## config.mk

```make
export PLATFORM = sky130hd
export DESIGN_NAME = json_stream_tokenizer
export DESIGN_NICKNAME = d
export VERILOG_FILES = /design/src/rtl/jst_pkg.sv /design/src/rtl/json_stream_tokenizer.sv
export SDC_FILE = /design/constraint.sdc
export NUM_CORES = 1
export LEC_CHECK = 0
export CAP_MARGIN = 15
export CORE_UTILIZATION = 40
export DETAILED_ROUTE_END_ITERATION = 10
export DONT_BUFFER_PORTS = 1
export GPL_ROUTABILITY_DRIVEN = 0
export MAX_ROUTING_LAYER = met4
export SLEW_MARGIN = 20
export SYNTH_ARGS = -nofsm -noshare
export SYNTH_HDL_FRONTEND = slang
export SYNTH_SLANG_ARGS = --single-unit
```

## constraint.sdc

```tcl
create_clock -name aclk -period 11 [get_ports aclk]
set_input_delay 3.3 -clock aclk [delete_from_list [all_inputs] [get_ports aclk]]
set_output_delay 3.3 -clock aclk [all_outputs]
set_load 0.03 [all_outputs]
```

## src/rtl/jst_pkg.sv

```systemverilog
`default_nettype none
package jst_pkg;

    localparam int MAX_DEPTH = 64;
    localparam int STACK_W   = MAX_DEPTH + 1;
    localparam int CNT_W     = $clog2(MAX_DEPTH + 2);
    localparam int MAX_RES   = 6;
    localparam int RES_W     = $clog2(MAX_RES + 1);

    typedef enum logic [3:0] {
        PH_TOP, PH_VALUE, PH_ARR_FIRST, PH_OBJ_FIRST, PH_KEY, PH_COLON, PH_AFTER,
        PH_STRING, PH_ESC, PH_HEX, PH_PEND, PH_PEND_BS, PH_PEND_HEX, PH_NUMBER,
        PH_LITERAL
    } phase_t;

    localparam logic [3:0] EV_NONE      = 4'd0;
    localparam logic [3:0] EV_OBJ_OPEN  = 4'd1;
    localparam logic [3:0] EV_OBJ_CLOSE = 4'd2;
    localparam logic [3:0] EV_ARR_OPEN  = 4'd3;
    localparam logic [3:0] EV_ARR_CLOSE = 4'd4;
    localparam logic [3:0] EV_KEY_BYTE  = 4'd5;
    localparam logic [3:0] EV_KEY_END   = 4'd6;
    localparam logic [3:0] EV_STR_BYTE  = 4'd7;
    localparam logic [3:0] EV_STR_END   = 4'd8;
    localparam logic [3:0] EV_NUM_BYTE  = 4'd9;
    localparam logic [3:0] EV_NUM_END   = 4'd10;
    localparam logic [3:0] EV_TRUE      = 4'd11;
    localparam logic [3:0] EV_FALSE     = 4'd12;
    localparam logic [3:0] EV_NULL      = 4'd13;
    localparam logic [3:0] EV_DOC_OK    = 4'd14;
    localparam logic [3:0] EV_ERROR     = 4'd15;

    typedef struct packed {
        logic [2:0]      len;
        logic [3:0][7:0] b;
    } utf8_t;

    typedef struct packed {
        logic       ok;
        logic [3:0] d;
    } hex_t;

    // code point to utf-8 bytes, first byte in b[0]
    function automatic utf8_t utf8_enc(input logic [20:0] cp);
        utf8_t r;
        r.b = '0;
        if (cp <= 21'h7f) begin
            r.len = 3'd1;
            r.b[0] = cp[7:0];
        end else if (cp <= 21'h7ff) begin
            r.len = 3'd2;
            r.b[0] = {3'b110, cp[10:6]};
            r.b[1] = {2'b10, cp[5:0]};
        end else if (cp <= 21'hffff) begin
            r.len = 3'd3;
            r.b[0] = {4'b1110, cp[15:12]};
            r.b[1] = {2'b10, cp[11:6]};
            r.b[2] = {2'b10, cp[5:0]};
        end else begin
            r.len = 3'd4;
            r.b[0] = {5'b11110, cp[20:18]};
            r.b[1] = {2'b10, cp[17:12]};
            r.b[2] = {2'b10, cp[11:6]};
            r.b[3] = {2'b10, cp[5:0]};
        end
        return r;
    endfunction

    function automatic hex_t hex_val(input logic [7:0] c);
        hex_t r;
        r.ok = 1'b1;
        r.d  = 4'd0;
        if (c >= "0" && c <= "9") begin
            r.d = 4'(c - 8'h30);
        end else if (c >= "a" && c <= "f") begin
            r.d = 4'(c - 8'h57);
        end else if (c >= "A" && c <= "F") begin
            r.d = 4'(c - 8'h37);
        end else begin
            r.ok = 1'b0;
        end
        return r;
    endfunction

    function automatic logic is_ws(input logic [7:0] c);
        return c == 8'h20 || c == 8'h09 || c == 8'h0a || c == 8'h0d;
    endfunction

    // literal spelling: kind 0 true, 1 false, 2 null
    function automatic logic [7:0] lit_char(input logic [1:0] kind, input logic [2:0] pos);
        logic [7:0] r;
        r = 8'h00;
        case (kind)
            2'd0: begin
                case (pos)
                    3'd0: r = "t";
                    3'd1: r = "r";
                    3'd2: r = "u";
                    3'd3: r = "e";
                    default: r = 8'h00;
                endcase
            end
            2'd1: begin
                case (pos)
                    3'd0: r = "f";
                    3'd1: r = "a";
                    3'd2: r = "l";
                    3'd3: r = "s";
                    3'd4: r = "e";
                    default: r = 8'h00;
                endcase
            end
            2'd2: begin
                case (pos)
                    3'd0: r = "n";
                    3'd1: r = "u";
                    3'd2: r = "l";
                    3'd3: r = "l";
                    default: r = 8'h00;
                endcase
            end
            default: r = 8'h00;
        endcase
        return r;
    endfunction

endpackage
`default_nettype wire

```

## src/rtl/json_stream_tokenizer.sv

```systemverilog
// Streaming JSON tokenizer and grammar checker. One request is a document
// byte (action 0) or an end-of-document mark (action 1). Each request is
// decoded in the cycle it is taken and its results, up to six, are loaded
// into a small result queue that drains one result per cycle on the m_ side
// while m_ready is high; the last result of a request carries m_last_of_item.
// A request is taken while the queue is empty or as its last result is taken,
// so a byte waits until the results of the byte before it have drained (a \u
// escape that completes a code point gives up to six bytes). The object or
// array kind of each open level is held in a 65-entry shift register. After the
// first fault one error result is sent and further bytes give nothing until
// the end mark, which always gives a verdict and returns the block to reset.
`default_nettype none
module json_stream_tokenizer
    import jst_pkg::*;
(
    input  wire logic       aclk,
    input  wire logic       aresetn,
    input  wire logic       s_valid,
    output logic            s_ready,
    input  wire logic       s_action,
    input  wire logic [7:0] s_text_byte,
    output logic            m_valid,
    input  wire logic       m_ready,
    output logic [3:0]      m_event_res,
    output logic [7:0]      m_data_byte,
    output logic            m_last_of_item
);

    // parser state
    phase_t             ph_reg, ph_next;
    logic [STACK_W-1:0] stk_reg, stk_next;
    logic [CNT_W-1:0]   cnt_reg, cnt_next;
    logic               key_reg, key_next;
    logic [15:0]        acc_reg, acc_next;
    logic [1:0]         hcnt_reg, hcnt_next;
    logic [15:0]        pend_reg, pend_next;
    logic               pendv_reg, pendv_next;
    logic [4:0]         lit_reg, lit_next;
    logic [2:0]         nph_reg, nph_next;
    logic               fail_reg, fail_next;

    // result queue
    logic [3:0]         qev_reg [MAX_RES];
    logic [7:0]         qdb_reg [MAX_RES];
    logic [RES_W-1:0]   qn_reg, qi_reg;

    // decode outputs
    logic [3:0]         rev [MAX_RES];
    logic [7:0]         rdb [MAX_RES];
    logic [RES_W-1:0]   rn;

    logic        take;
    logic [7:0]  c;
    logic        ws;
    hex_t        hv;
    logic        flt, numend, flush, utf_go, sgl;
    logic [20:0] utf_cp;
    logic [3:0]  sgl_ev;
    logic [7:0]  sgl_db;
    logic        fh_go, str_go, esc_go, sv_go, af_go;
    logic [15:0] fh_cp;
    logic [3:0]  sev;
    utf8_t       enc_p, enc_u;
    logic [1:0]  lkind;
    logic [2:0]  lpos;
    logic [2:0]  llen;

    assign take = s_valid && s_ready;
    assign c    = s_text_byte;
    assign ws   = is_ws(c);
    assign hv   = hex_val(c);
    assign sev  = key_reg ? EV_KEY_BYTE : EV_STR_BYTE;
    assign lkind = lit_reg[4:3];
    assign lpos  = lit_reg[2:0];
    assign llen  = (lkind == 2'd1) ? 3'd5 : 3'd4;

    // next state and result flags for one request
    always_comb begin
        ph_next = ph_reg;   stk_next = stk_reg;   cnt_next = cnt_reg;
        key_next = key_reg; acc_next = acc_reg;   hcnt_next = hcnt_reg;
        pend_next = pend_reg; pendv_next = pendv_reg; lit_next = lit_reg;
        nph_next = nph_reg; fail_next = fail_reg;
        flt = 1'b0; numend = 1'b0; flush = 1'b0; utf_go = 1'b0; utf_cp = '0;
        sgl = 1'b0; sgl_ev = EV_NONE; sgl_db = 8'h00;
        fh_go = 1'b0; fh_cp = '0; str_go = 1'b0; esc_go = 1'b0; sv_go = 1'b0;
        af_go = 1'b0;
        if (s_action) begin
            // end mark: verdict, then back to reset
            if (fail_reg) begin
                flt = 1'b1;
            end else if (cnt_reg == '0 && ph_reg == PH_NUMBER &&
                         (nph_reg == 3'd1 || nph_reg == 3'd3 || nph_reg == 3'd6)) begin
                numend = 1'b1; sgl = 1'b1; sgl_ev = EV_DOC_OK;
            end else if (cnt_reg == '0 && ph_reg == PH_AFTER) begin
                sgl = 1'b1; sgl_ev = EV_DOC_OK;
            end else begin
                flt = 1'b1;
            end
            ph_next = PH_TOP; stk_next = '0; cnt_next = '0; key_next = 1'b0;
            acc_next = '0; hcnt_next = '0; pend_next = '0; pendv_next = 1'b0;
            lit_next = '0; nph_next = '0; fail_next = 1'b0;
        end else if (!fail_reg) begin
            case (ph_reg)
                PH_TOP, PH_VALUE: begin
                    if (!ws) sv_go = 1'b1;
                end
                PH_ARR_FIRST: begin
                    if (!ws) begin
                        if (c == "]") begin
                            cnt_next = cnt_reg - 1'b1;
                            stk_next = stk_reg >> 1;
                            sgl = 1'b1; sgl_ev = EV_ARR_CLOSE;
                            ph_next = PH_AFTER;
                        end else begin
                            sv_go = 1'b1;
                        end
                    end
                end
                PH_OBJ_FIRST, PH_KEY: begin
                    if (!ws) begin
                        if (c == "}" && ph_reg == PH_OBJ_FIRST) begin
                            cnt_next = cnt_reg - 1'b1;
                            stk_next = stk_reg >> 1;
                            sgl = 1'b1; sgl_ev = EV_OBJ_CLOSE;
                            ph_next = PH_AFTER;
                        end else if (c == "\"") begin
                            key_next = 1'b1;
                            ph_next = PH_STRING;
                        end else begin
                            flt = 1'b1;
                        end
                    end
                end
                PH_COLON: begin
                    if (!ws) begin
                        if (c == ":") ph_next = PH_VALUE;
                        else flt = 1'b1;
                    end
                end
                PH_AFTER:  af_go = 1'b1;
                PH_STRING: str_go = 1'b1;
                PH_ESC:    esc_go = 1'b1;
                PH_HEX, PH_PEND_HEX: begin
                    if (!hv.ok) begin
                        flt = 1'b1;
                    end else begin
                        acc_next  = {acc_reg[11:0], hv.d};
                        hcnt_next = hcnt_reg + 1'b1;
                        if (hcnt_reg == 2'd3) begin
                            if (ph_reg == PH_HEX) begin
                                fh_go = 1'b1; fh_cp = acc_next;
                            end else if (acc_next >= 16'hdc00 && acc_next <= 16'hdfff) begin
                                // surrogate pair joined into one code point
                                utf_go = 1'b1;
                                utf_cp = 21'h10000 + {1'b0, pend_reg[9:0], acc_next[9:0]};
                                pend_next = '0; pendv_next = 1'b0;
                                ph_next = PH_STRING;
                            end else begin
                                flush = 1'b1;
                                pend_next = '0; pendv_next = 1'b0;
                                fh_go = 1'b1; fh_cp = acc_next;
                            end
                        end
                    end
                end
                PH_PEND: begin
                    if (c == "\\") begin
                        ph_next = PH_PEND_BS;
                    end else begin
                        flush = 1'b1; pend_next = '0; pendv_next = 1'b0;
                        ph_next = PH_STRING;
                        str_go = 1'b1;
                    end
                end
                PH_PEND_BS: begin
                    if (c == "u") begin
                        acc_next = '0; hcnt_next = '0;
                        ph_next = PH_PEND_HEX;
                    end else begin
                        flush = 1'b1; pend_next = '0; pendv_next = 1'b0;
                        esc_go = 1'b1;
                    end
                end
                PH_NUMBER: begin
                    if (c >= "0" && c <= "9") begin
                        if (nph_reg == 3'd0) nph_next = 3'd1;
                        else if (nph_reg == 3'd2) nph_next = 3'd3;
                        else if (nph_reg == 3'd4 || nph_reg == 3'd5) nph_next = 3'd6;
                        sgl = 1'b1; sgl_ev = EV_NUM_BYTE; sgl_db = c;
                    end else if (c == "." && nph_reg == 3'd1) begin
                        nph_next = 3'd2; sgl = 1'b1; sgl_ev = EV_NUM_BYTE; sgl_db = c;
                    end else if ((c == "e" || c == "E") &&
                                 (nph_reg == 3'd1 || nph_reg == 3'd3)) begin
                        nph_next = 3'd4; sgl = 1'b1; sgl_ev = EV_NUM_BYTE; sgl_db = c;
                    end else if ((c == "+" || c == "-") && nph_reg == 3'd4) begin
                        nph_next = 3'd5; sgl = 1'b1; sgl_ev = EV_NUM_BYTE; sgl_db = c;
                    end else if (nph_reg == 3'd1 || nph_reg == 3'd3 || nph_reg == 3'd6) begin
                        // number ends; the byte is read again after the value
                        numend = 1'b1; nph_next = '0; ph_next = PH_AFTER;
                        af_go = 1'b1;
                    end else begin
                        flt = 1'b1;
                    end
                end
                PH_LITERAL: begin
                    if (lkind == 2'd3 || lpos >= llen || c != lit_char(lkind, lpos)) begin
                        flt = 1'b1;
                    end else if (lpos + 3'd1 == llen) begin
                        sgl = 1'b1;
                        sgl_ev = (lkind == 2'd0) ? EV_TRUE :
                                 (lkind == 2'd1) ? EV_FALSE : EV_NULL;
                        lit_next = '0; ph_next = PH_AFTER;
                    end else begin
                        lit_next = {lkind, lpos + 3'd1};
                    end
                end
                default: flt = 1'b1;
            endcase

            // completed \u escape
            if (fh_go) begin
                if (fh_cp >= 16'hd800 && fh_cp <= 16'hdbff) begin
                    pend_next = fh_cp; pendv_next = 1'b1; ph_next = PH_PEND;
                end else begin
                    utf_go = 1'b1; utf_cp = {5'd0, fh_cp}; ph_next = PH_STRING;
                end
            end

            // byte inside a string
            if (str_go) begin
                if (c == "\"") begin
                    sgl = 1'b1; sgl_ev = key_reg ? EV_KEY_END : EV_STR_END;
                    ph_next = key_reg ? PH_COLON : PH_AFTER;
                    key_next = 1'b0;
                end else if (c == "\\") begin
                    ph_next = PH_ESC;
                end else begin
                    sgl = 1'b1; sgl_ev = sev; sgl_db = c;
                end
            end

            // byte after a backslash
            if (esc_go) begin
                ph_next = PH_STRING;
                sgl_ev = sev;
                sgl = 1'b1;
                case (c)
                    "\"":    sgl_db = 8'h22;
                    "\\":    sgl_db = 8'h5c;
                    "/":     sgl_db = 8'h2f;
                    "b":     sgl_db = 8'h08;
                    "f":     sgl_db = 8'h0c;
                    "n":     sgl_db = 8'h0a;
                    "r":     sgl_db = 8'h0d;
                    "t":     sgl_db = 8'h09;
                    "u": begin
                        sgl = 1'b0; acc_next = '0; hcnt_next = '0; ph_next = PH_HEX;
                    end
                    default: begin
                        sgl = 1'b0; flt = 1'b1;
                    end
                endcase
            end

            // first byte of a value
            if (sv_go) begin
                if (cnt_reg > CNT_W'(MAX_DEPTH)) begin
                    flt = 1'b1;
                end else if (c == "{" || c == "[") begin
                    stk_next = {stk_reg[STACK_W-2:0], c == "{"};
                    cnt_next = cnt_reg + 1'b1;
                    sgl = 1'b1;
                    sgl_ev = (c == "{") ? EV_OBJ_OPEN : EV_ARR_OPEN;
                    ph_next = (c == "{") ? PH_OBJ_FIRST : PH_ARR_FIRST;
                end else if (c == "\"") begin
                    key_next = 1'b0; ph_next = PH_STRING;
                end else if (c == "t" || c == "f" || c == "n") begin
                    lit_next = {(c == "t") ? 2'd0 : (c == "f") ? 2'd1 : 2'd2, 3'd1};
                    ph_next = PH_LITERAL;
                end else if (c == "-" || (c >= "0" && c <= "9")) begin
                    sgl = 1'b1; sgl_ev = EV_NUM_BYTE; sgl_db = c;
                    nph_next = (c == "-") ? 3'd0 : 3'd1;
                    ph_next = PH_NUMBER;
                end else begin
                    flt = 1'b1;
                end
            end

            // separator or close after a value
            if (af_go && !ws) begin
                if (cnt_reg == '0 || cnt_reg > CNT_W'(STACK_W)) begin
                    flt = 1'b1;
                end else if (c == ",") begin
                    ph_next = stk_reg[0] ? PH_KEY : PH_VALUE;
                end else if ((c == "}" && stk_reg[0]) || (c == "]" && !stk_reg[0])) begin
                    cnt_next = cnt_reg - 1'b1;
                    stk_next = stk_reg >> 1;
                    sgl = 1'b1;
                    sgl_ev = stk_reg[0] ? EV_OBJ_CLOSE : EV_ARR_CLOSE;
                    ph_next = PH_AFTER;
                end else begin
                    flt = 1'b1;
                end
            end

            if (flt) fail_next = 1'b1;
        end
    end

    assign enc_p = utf8_enc({5'd0, pend_reg});
    assign enc_u = utf8_enc(utf_cp);

    // result list in output order
    always_comb begin
        rn = '0;
        for (int i = 0; i < MAX_RES; i++) begin
            rev[i] = EV_NONE;
            rdb[i] = 8'h00;
        end
        if (flt) begin
            rev[0] = EV_ERROR;
            rn = RES_W'(1);
        end else begin
            if (numend) begin
                rev[rn] = EV_NUM_END; rn = rn + 1'b1;
            end
            if (flush) begin
                for (int i = 0; i < 3; i++) begin
                    rev[rn] = sev; rdb[rn] = enc_p.b[i]; rn = rn + 1'b1;
                end
            end
            if (utf_go) begin
                for (int i = 0; i < 4; i++) begin
                    if (3'(i) < enc_u.len) begin
                        rev[rn] = sev; rdb[rn] = enc_u.b[i]; rn = rn + 1'b1;
                    end
                end
            end
            if (sgl) begin
                rev[rn] = sgl_ev; rdb[rn] = sgl_db; rn = rn + 1'b1;
            end
        end
    end

    // handshake: take a request when the queue is empty or its last result is being taken
    assign m_valid        = qi_reg < qn_reg;
    assign m_last_of_item = (qi_reg + 1'b1) == qn_reg;
    assign s_ready        = (qi_reg == qn_reg) || (m_last_of_item && m_ready);
    assign m_event_res    = qev_reg[qi_reg[RES_W-1:0] < RES_W'(MAX_RES) ? qi_reg : '0];
    assign m_data_byte    = qdb_reg[qi_reg[RES_W-1:0] < RES_W'(MAX_RES) ? qi_reg : '0];

    // control registers
    always_ff @(posedge aclk) begin
        if (!aresetn) begin
            ph_reg <= PH_TOP; stk_reg <= '0; cnt_reg <= '0; key_reg <= 1'b0;
            acc_reg <= '0; hcnt_reg <= '0; pend_reg <= '0; pendv_reg <= 1'b0;
            lit_reg <= '0; nph_reg <= '0; fail_reg <= 1'b0;
            qn_reg <= '0; qi_reg <= '0;
        end else begin
            if (take) begin
                ph_reg <= ph_next; stk_reg <= stk_next; cnt_reg <= cnt_next;
                key_reg <= key_next; acc_reg <= acc_next; hcnt_reg <= hcnt_next;
                pend_reg <= pend_next; pendv_reg <= pendv_next; lit_reg <= lit_next;
                nph_reg <= nph_next; fail_reg <= fail_next;
                qn_reg <= rn; qi_reg <= '0;
            end else if (m_valid && m_ready) begin
                qi_reg <= qi_reg + 1'b1;
            end
        end
    end

    // result payload
    always_ff @(posedge aclk) begin
        if (take) begin
            for (int i = 0; i < MAX_RES; i++) begin
                qev_reg[i] <= rev[i];
                qdb_reg[i] <= rdb[i];
            end
        end
    end

    // nesting never exceeds the stack
    a_depth: assert property (@(posedge aclk) disable iff (!aresetn)
        cnt_reg <= CNT_W'(STACK_W))
        else $error("open count beyond stack");

    // queue index stays within the loaded results
    a_queue: assert property (@(posedge aclk) disable iff (!aresetn)
        qi_reg <= qn_reg && qn_reg <= RES_W'(MAX_RES))
        else $error("result queue out of range");

    // end mark returns the parser to reset
    a_endmark: assert property (@(posedge aclk) disable iff (!aresetn)
        take && s_action |=> ph_reg == PH_TOP && cnt_reg == '0 && !fail_reg)
        else $error("end mark did not clear state");

    // a request never gives an empty list when it faults
    a_fault: assert property (@(posedge aclk) disable iff (!aresetn)
        take && flt |=> qn_reg == RES_W'(1) && qev_reg[0] == EV_ERROR)
        else $error("fault did not give a single error");

endmodule
`default_nettype wire

```

==> impl_metrics.tcl <==
set metrics [dict create \
    status "complete, no violations" \
    combPwrFrac_pct 11.6 \
    seqCellArea_um2 4600 \
    yosysUniqueCellTypes 107 \
    clk_pin_slew_ps 80 \
    clock_latency_ps 450 \
    holdWs_ps 523 \
    synth_common_cells "320 x nor2_1, 218 x a21oi_1, 184 x nand2_1" \
    tritoncts "yes" \
    cp_num_buf_inv 4 \
    first_pass_iters 6 \
    synth_seq_cells 194 \
    vias 16600 \
    hold_viol_final 0 \
    max_freq_mhz 101 \
    ys_warn_count 0 \
    fp.dieArea_um2 39700 \
    antenna_found_initial 2 \
    cap_violations 0 \
    mappedNetlistArea_um2 15600 \
    clock_sinks 194 \
    slowest_stage "nor4_4" \
    p_sw_share_pct 29.0 \
    maxSlewViolCount 0 \
    die_w_um 199 \
    start_kind "input port" \
    post-place-ws_ps 464 \
    globalRoute.totalOverflow 0 \
    netlist_top_cells_area "dfxtp_1 16%, edfxtp_1 14%, nor2_1 7.7%" \
    initial_core_util_pct 41.0 \
    async_flop_share_pct 0 \
    drtIter0Drc 2564 \
    synth_top_area_share_pct 15.7 \
    cts_buffers 17 \
    cts_resized 0 \
    crit_family "compound AO/OA/AOI/OAI gates" \
    ys.flop_type "dfxtp_1" \
    coreArea_um2 38000 \
    grt_usage_pct 29.6 \
    p_sw_uw 466 \
    rsz0062_at_grt "no" \
    total_power_mw 1.61 \
    setup_tns_ps 0 \
    routedWlPerCell_um 23.3 \
    finalCritPeriodShare_pct 90.2 \
    synthCells 2057 \
    htree_levels 4 \
    holdCritPathClass "reg2reg" \
    grt_max_degree 81 \
    p_int_mw 1.14 \
    ios 28 \
    yosysTopAreaCell "dfxtp_1" \
    syn_avg_cell_area_um2 7.57 \
    worst_pin_slew_ps 1190 \
    cp-end-kind "flop" \
    drtAntennaViolNets 0 \
    grt_pass1_vias 14800 \
    nets 1997 \
    fin_skew_ps 18.7 \
    num_rows 71 \
    fill_cells 3912 \
    largest_reg_flops 65 \
    seq_area_frac_synth_pct 29.6 \
    fin_crit_ps 9920 \
    synth-edff-count 72 \
    synth_most_common_cell "nor2_1" \
    port_buffers 0 \
    cp_max_fo 15 \
    routed_wirelength_um 57700 \
    maxSlewHeadroom_pct 20.5 \
    multi_input_area_um2 10200 \
    cts_buffer_depth 2 \
    pwr_density_cell_nw_per_um2 97.2 \
    seqPwrFrac_pct 49.1 \
    area_growth_pct 6.02 \
    setup_slack_ps 1080 \
    vdd_ir_drop_max_mv 0.106 \
    drive_gt1_share_pct 8.46 \
    path_class "in2reg" \
    instances_no_fill 2476 \
    crit_arrival_ps 10130 \
    cts_setup_buffers 0 \
    vias_per_cell 6.72 \
    synthesis.nets 2104 \
    hold_buffers 0 \
    cp_cell_sequence "inv_1 -> ha_1 -> o21bai_2 -> a21o_1 -> a21oi_2 -> a31oi_1 -> or2_2 -> inv_1 -> ha_1 -> inv_1 -> ha_1 -> clkinv_1 -> nor4_1 -> nor2_1 -> o22ai_1 -> nor3_4 -> nor4_4 -> a211oi_1 -> a211oi_1" \
    dp_cells 2442 \
    clockRootBuffer "clkbuf_16" \
    critical-path-max-stage-delay_ps 760 \
    drc 0 \
    setup_viol 0 \
    leakage_nw 5.33 \
    pwr-share-clk_pct 39.2 \
    die_y_um 199 \
    required_ps 11210 \
    grt_pass1_wl_um 88500 \
    hpwlAfterDp_um 40900 \
]
## cell type report
type                    count  share of cell area (%)
clock buffers              20                    2.77
inverters                  42                   0.962
repair buffers             45                    2.05
clock inverters            12                   0.712
multi-input cells        1650                    61.7
diodes                      2                  0.0303
well taps                 511                    3.87
flip-flops and latches    194                    27.9
## cell families (layout without fill, tap and decap cells)
logic type	after synthesis	count (layout)	share of synthesized area, %
compound gates	724	724	30.9
xor+xnor	29	29	1.73
fa+ha+maj	34	34	2.73
buf+inv	213	119	5.52
flops	194	194	29.6
mux	70	70	5.61
other cells	0	2	0
simple gates	793	793	23.9
## cells in the final DEF (no fill, tap or decap), types with 40 or more instances in the layout
master / n
buf_4: 45
nor3_1: 47
a22oi_1: 97
a21oi_1: 218
nand3_1: 61
nor2_1: 319
nand2_1: 183
dfxtp_1: 122
o21ai_0: 105
mux2i_1: 40
edfxtp_1: 72
a211oi_1: 42
## per-stage QoR
stage	instance area, um2	utilization (%)
after floorplan	15600	-
after global placement	15900	41.8
after detailed placement	15900	41.9
after CTS	16500	43.4
after global routing	16500	43.4
final	16500	43.4
## worst paths after layout
kind / startpoint / end / slack (ps) / cells past startpoint
worst max-delay path: s_text_byte[0] / qdb_reg[0][0]$_SDFFCE_PP0P_ / 1080 / 19
worst min-delay path: qn_reg[1]$_SDFFE_PN0P_ / qn_reg[1]$_SDFFE_PN0P_ / 520 / 2
worst max register to register: ph_reg[0]$_SDFFE_PN0P_ / qdb_reg[0][0]$_SDFFCE_PP0P_ / 3930 / 19
worst min register to register: qn_reg[1]$_SDFFE_PN0P_ / qn_reg[1]$_SDFFE_PN0P_ / 520 / 2
## power groups by stage
stage	Combinational, mW	Clock (mW)	Sequential, mW
4_1_cts	0.185	0.640	0.789
3_5_place_dp	0.184	0	0.805
6_report	0.187	0.630	0.789
3_3_place_gp	0.182	0	0.805
2_1_floorplan	0.138	0	0.796
5_1_grt	0.199	0.665	0.791
## tightest hold or removal path: cells and delay by family, from the launching register on
kind | cells | cell delay, ps
flip-flops | 1 | 320
AO/OA/AOI/OAI | 1 | 70
buffers and inverters | 1 | 80
## per-layer routing
layer | GRT usage, % | share of wire (%) | vias up | routed length (um)
li1 | - | - | 7464 | -
met1 | 40.2 | 42 | 7822 | 24400
met2 | 41.5 | 41 | 1121 | 23900
met3 | 7.56 | 12 | 237 | 6980
met4 | 11.8 | 4.3 | 0 | 2490
met5 | - | 0 | - | 0
Power figures use the tool's default switching activity.
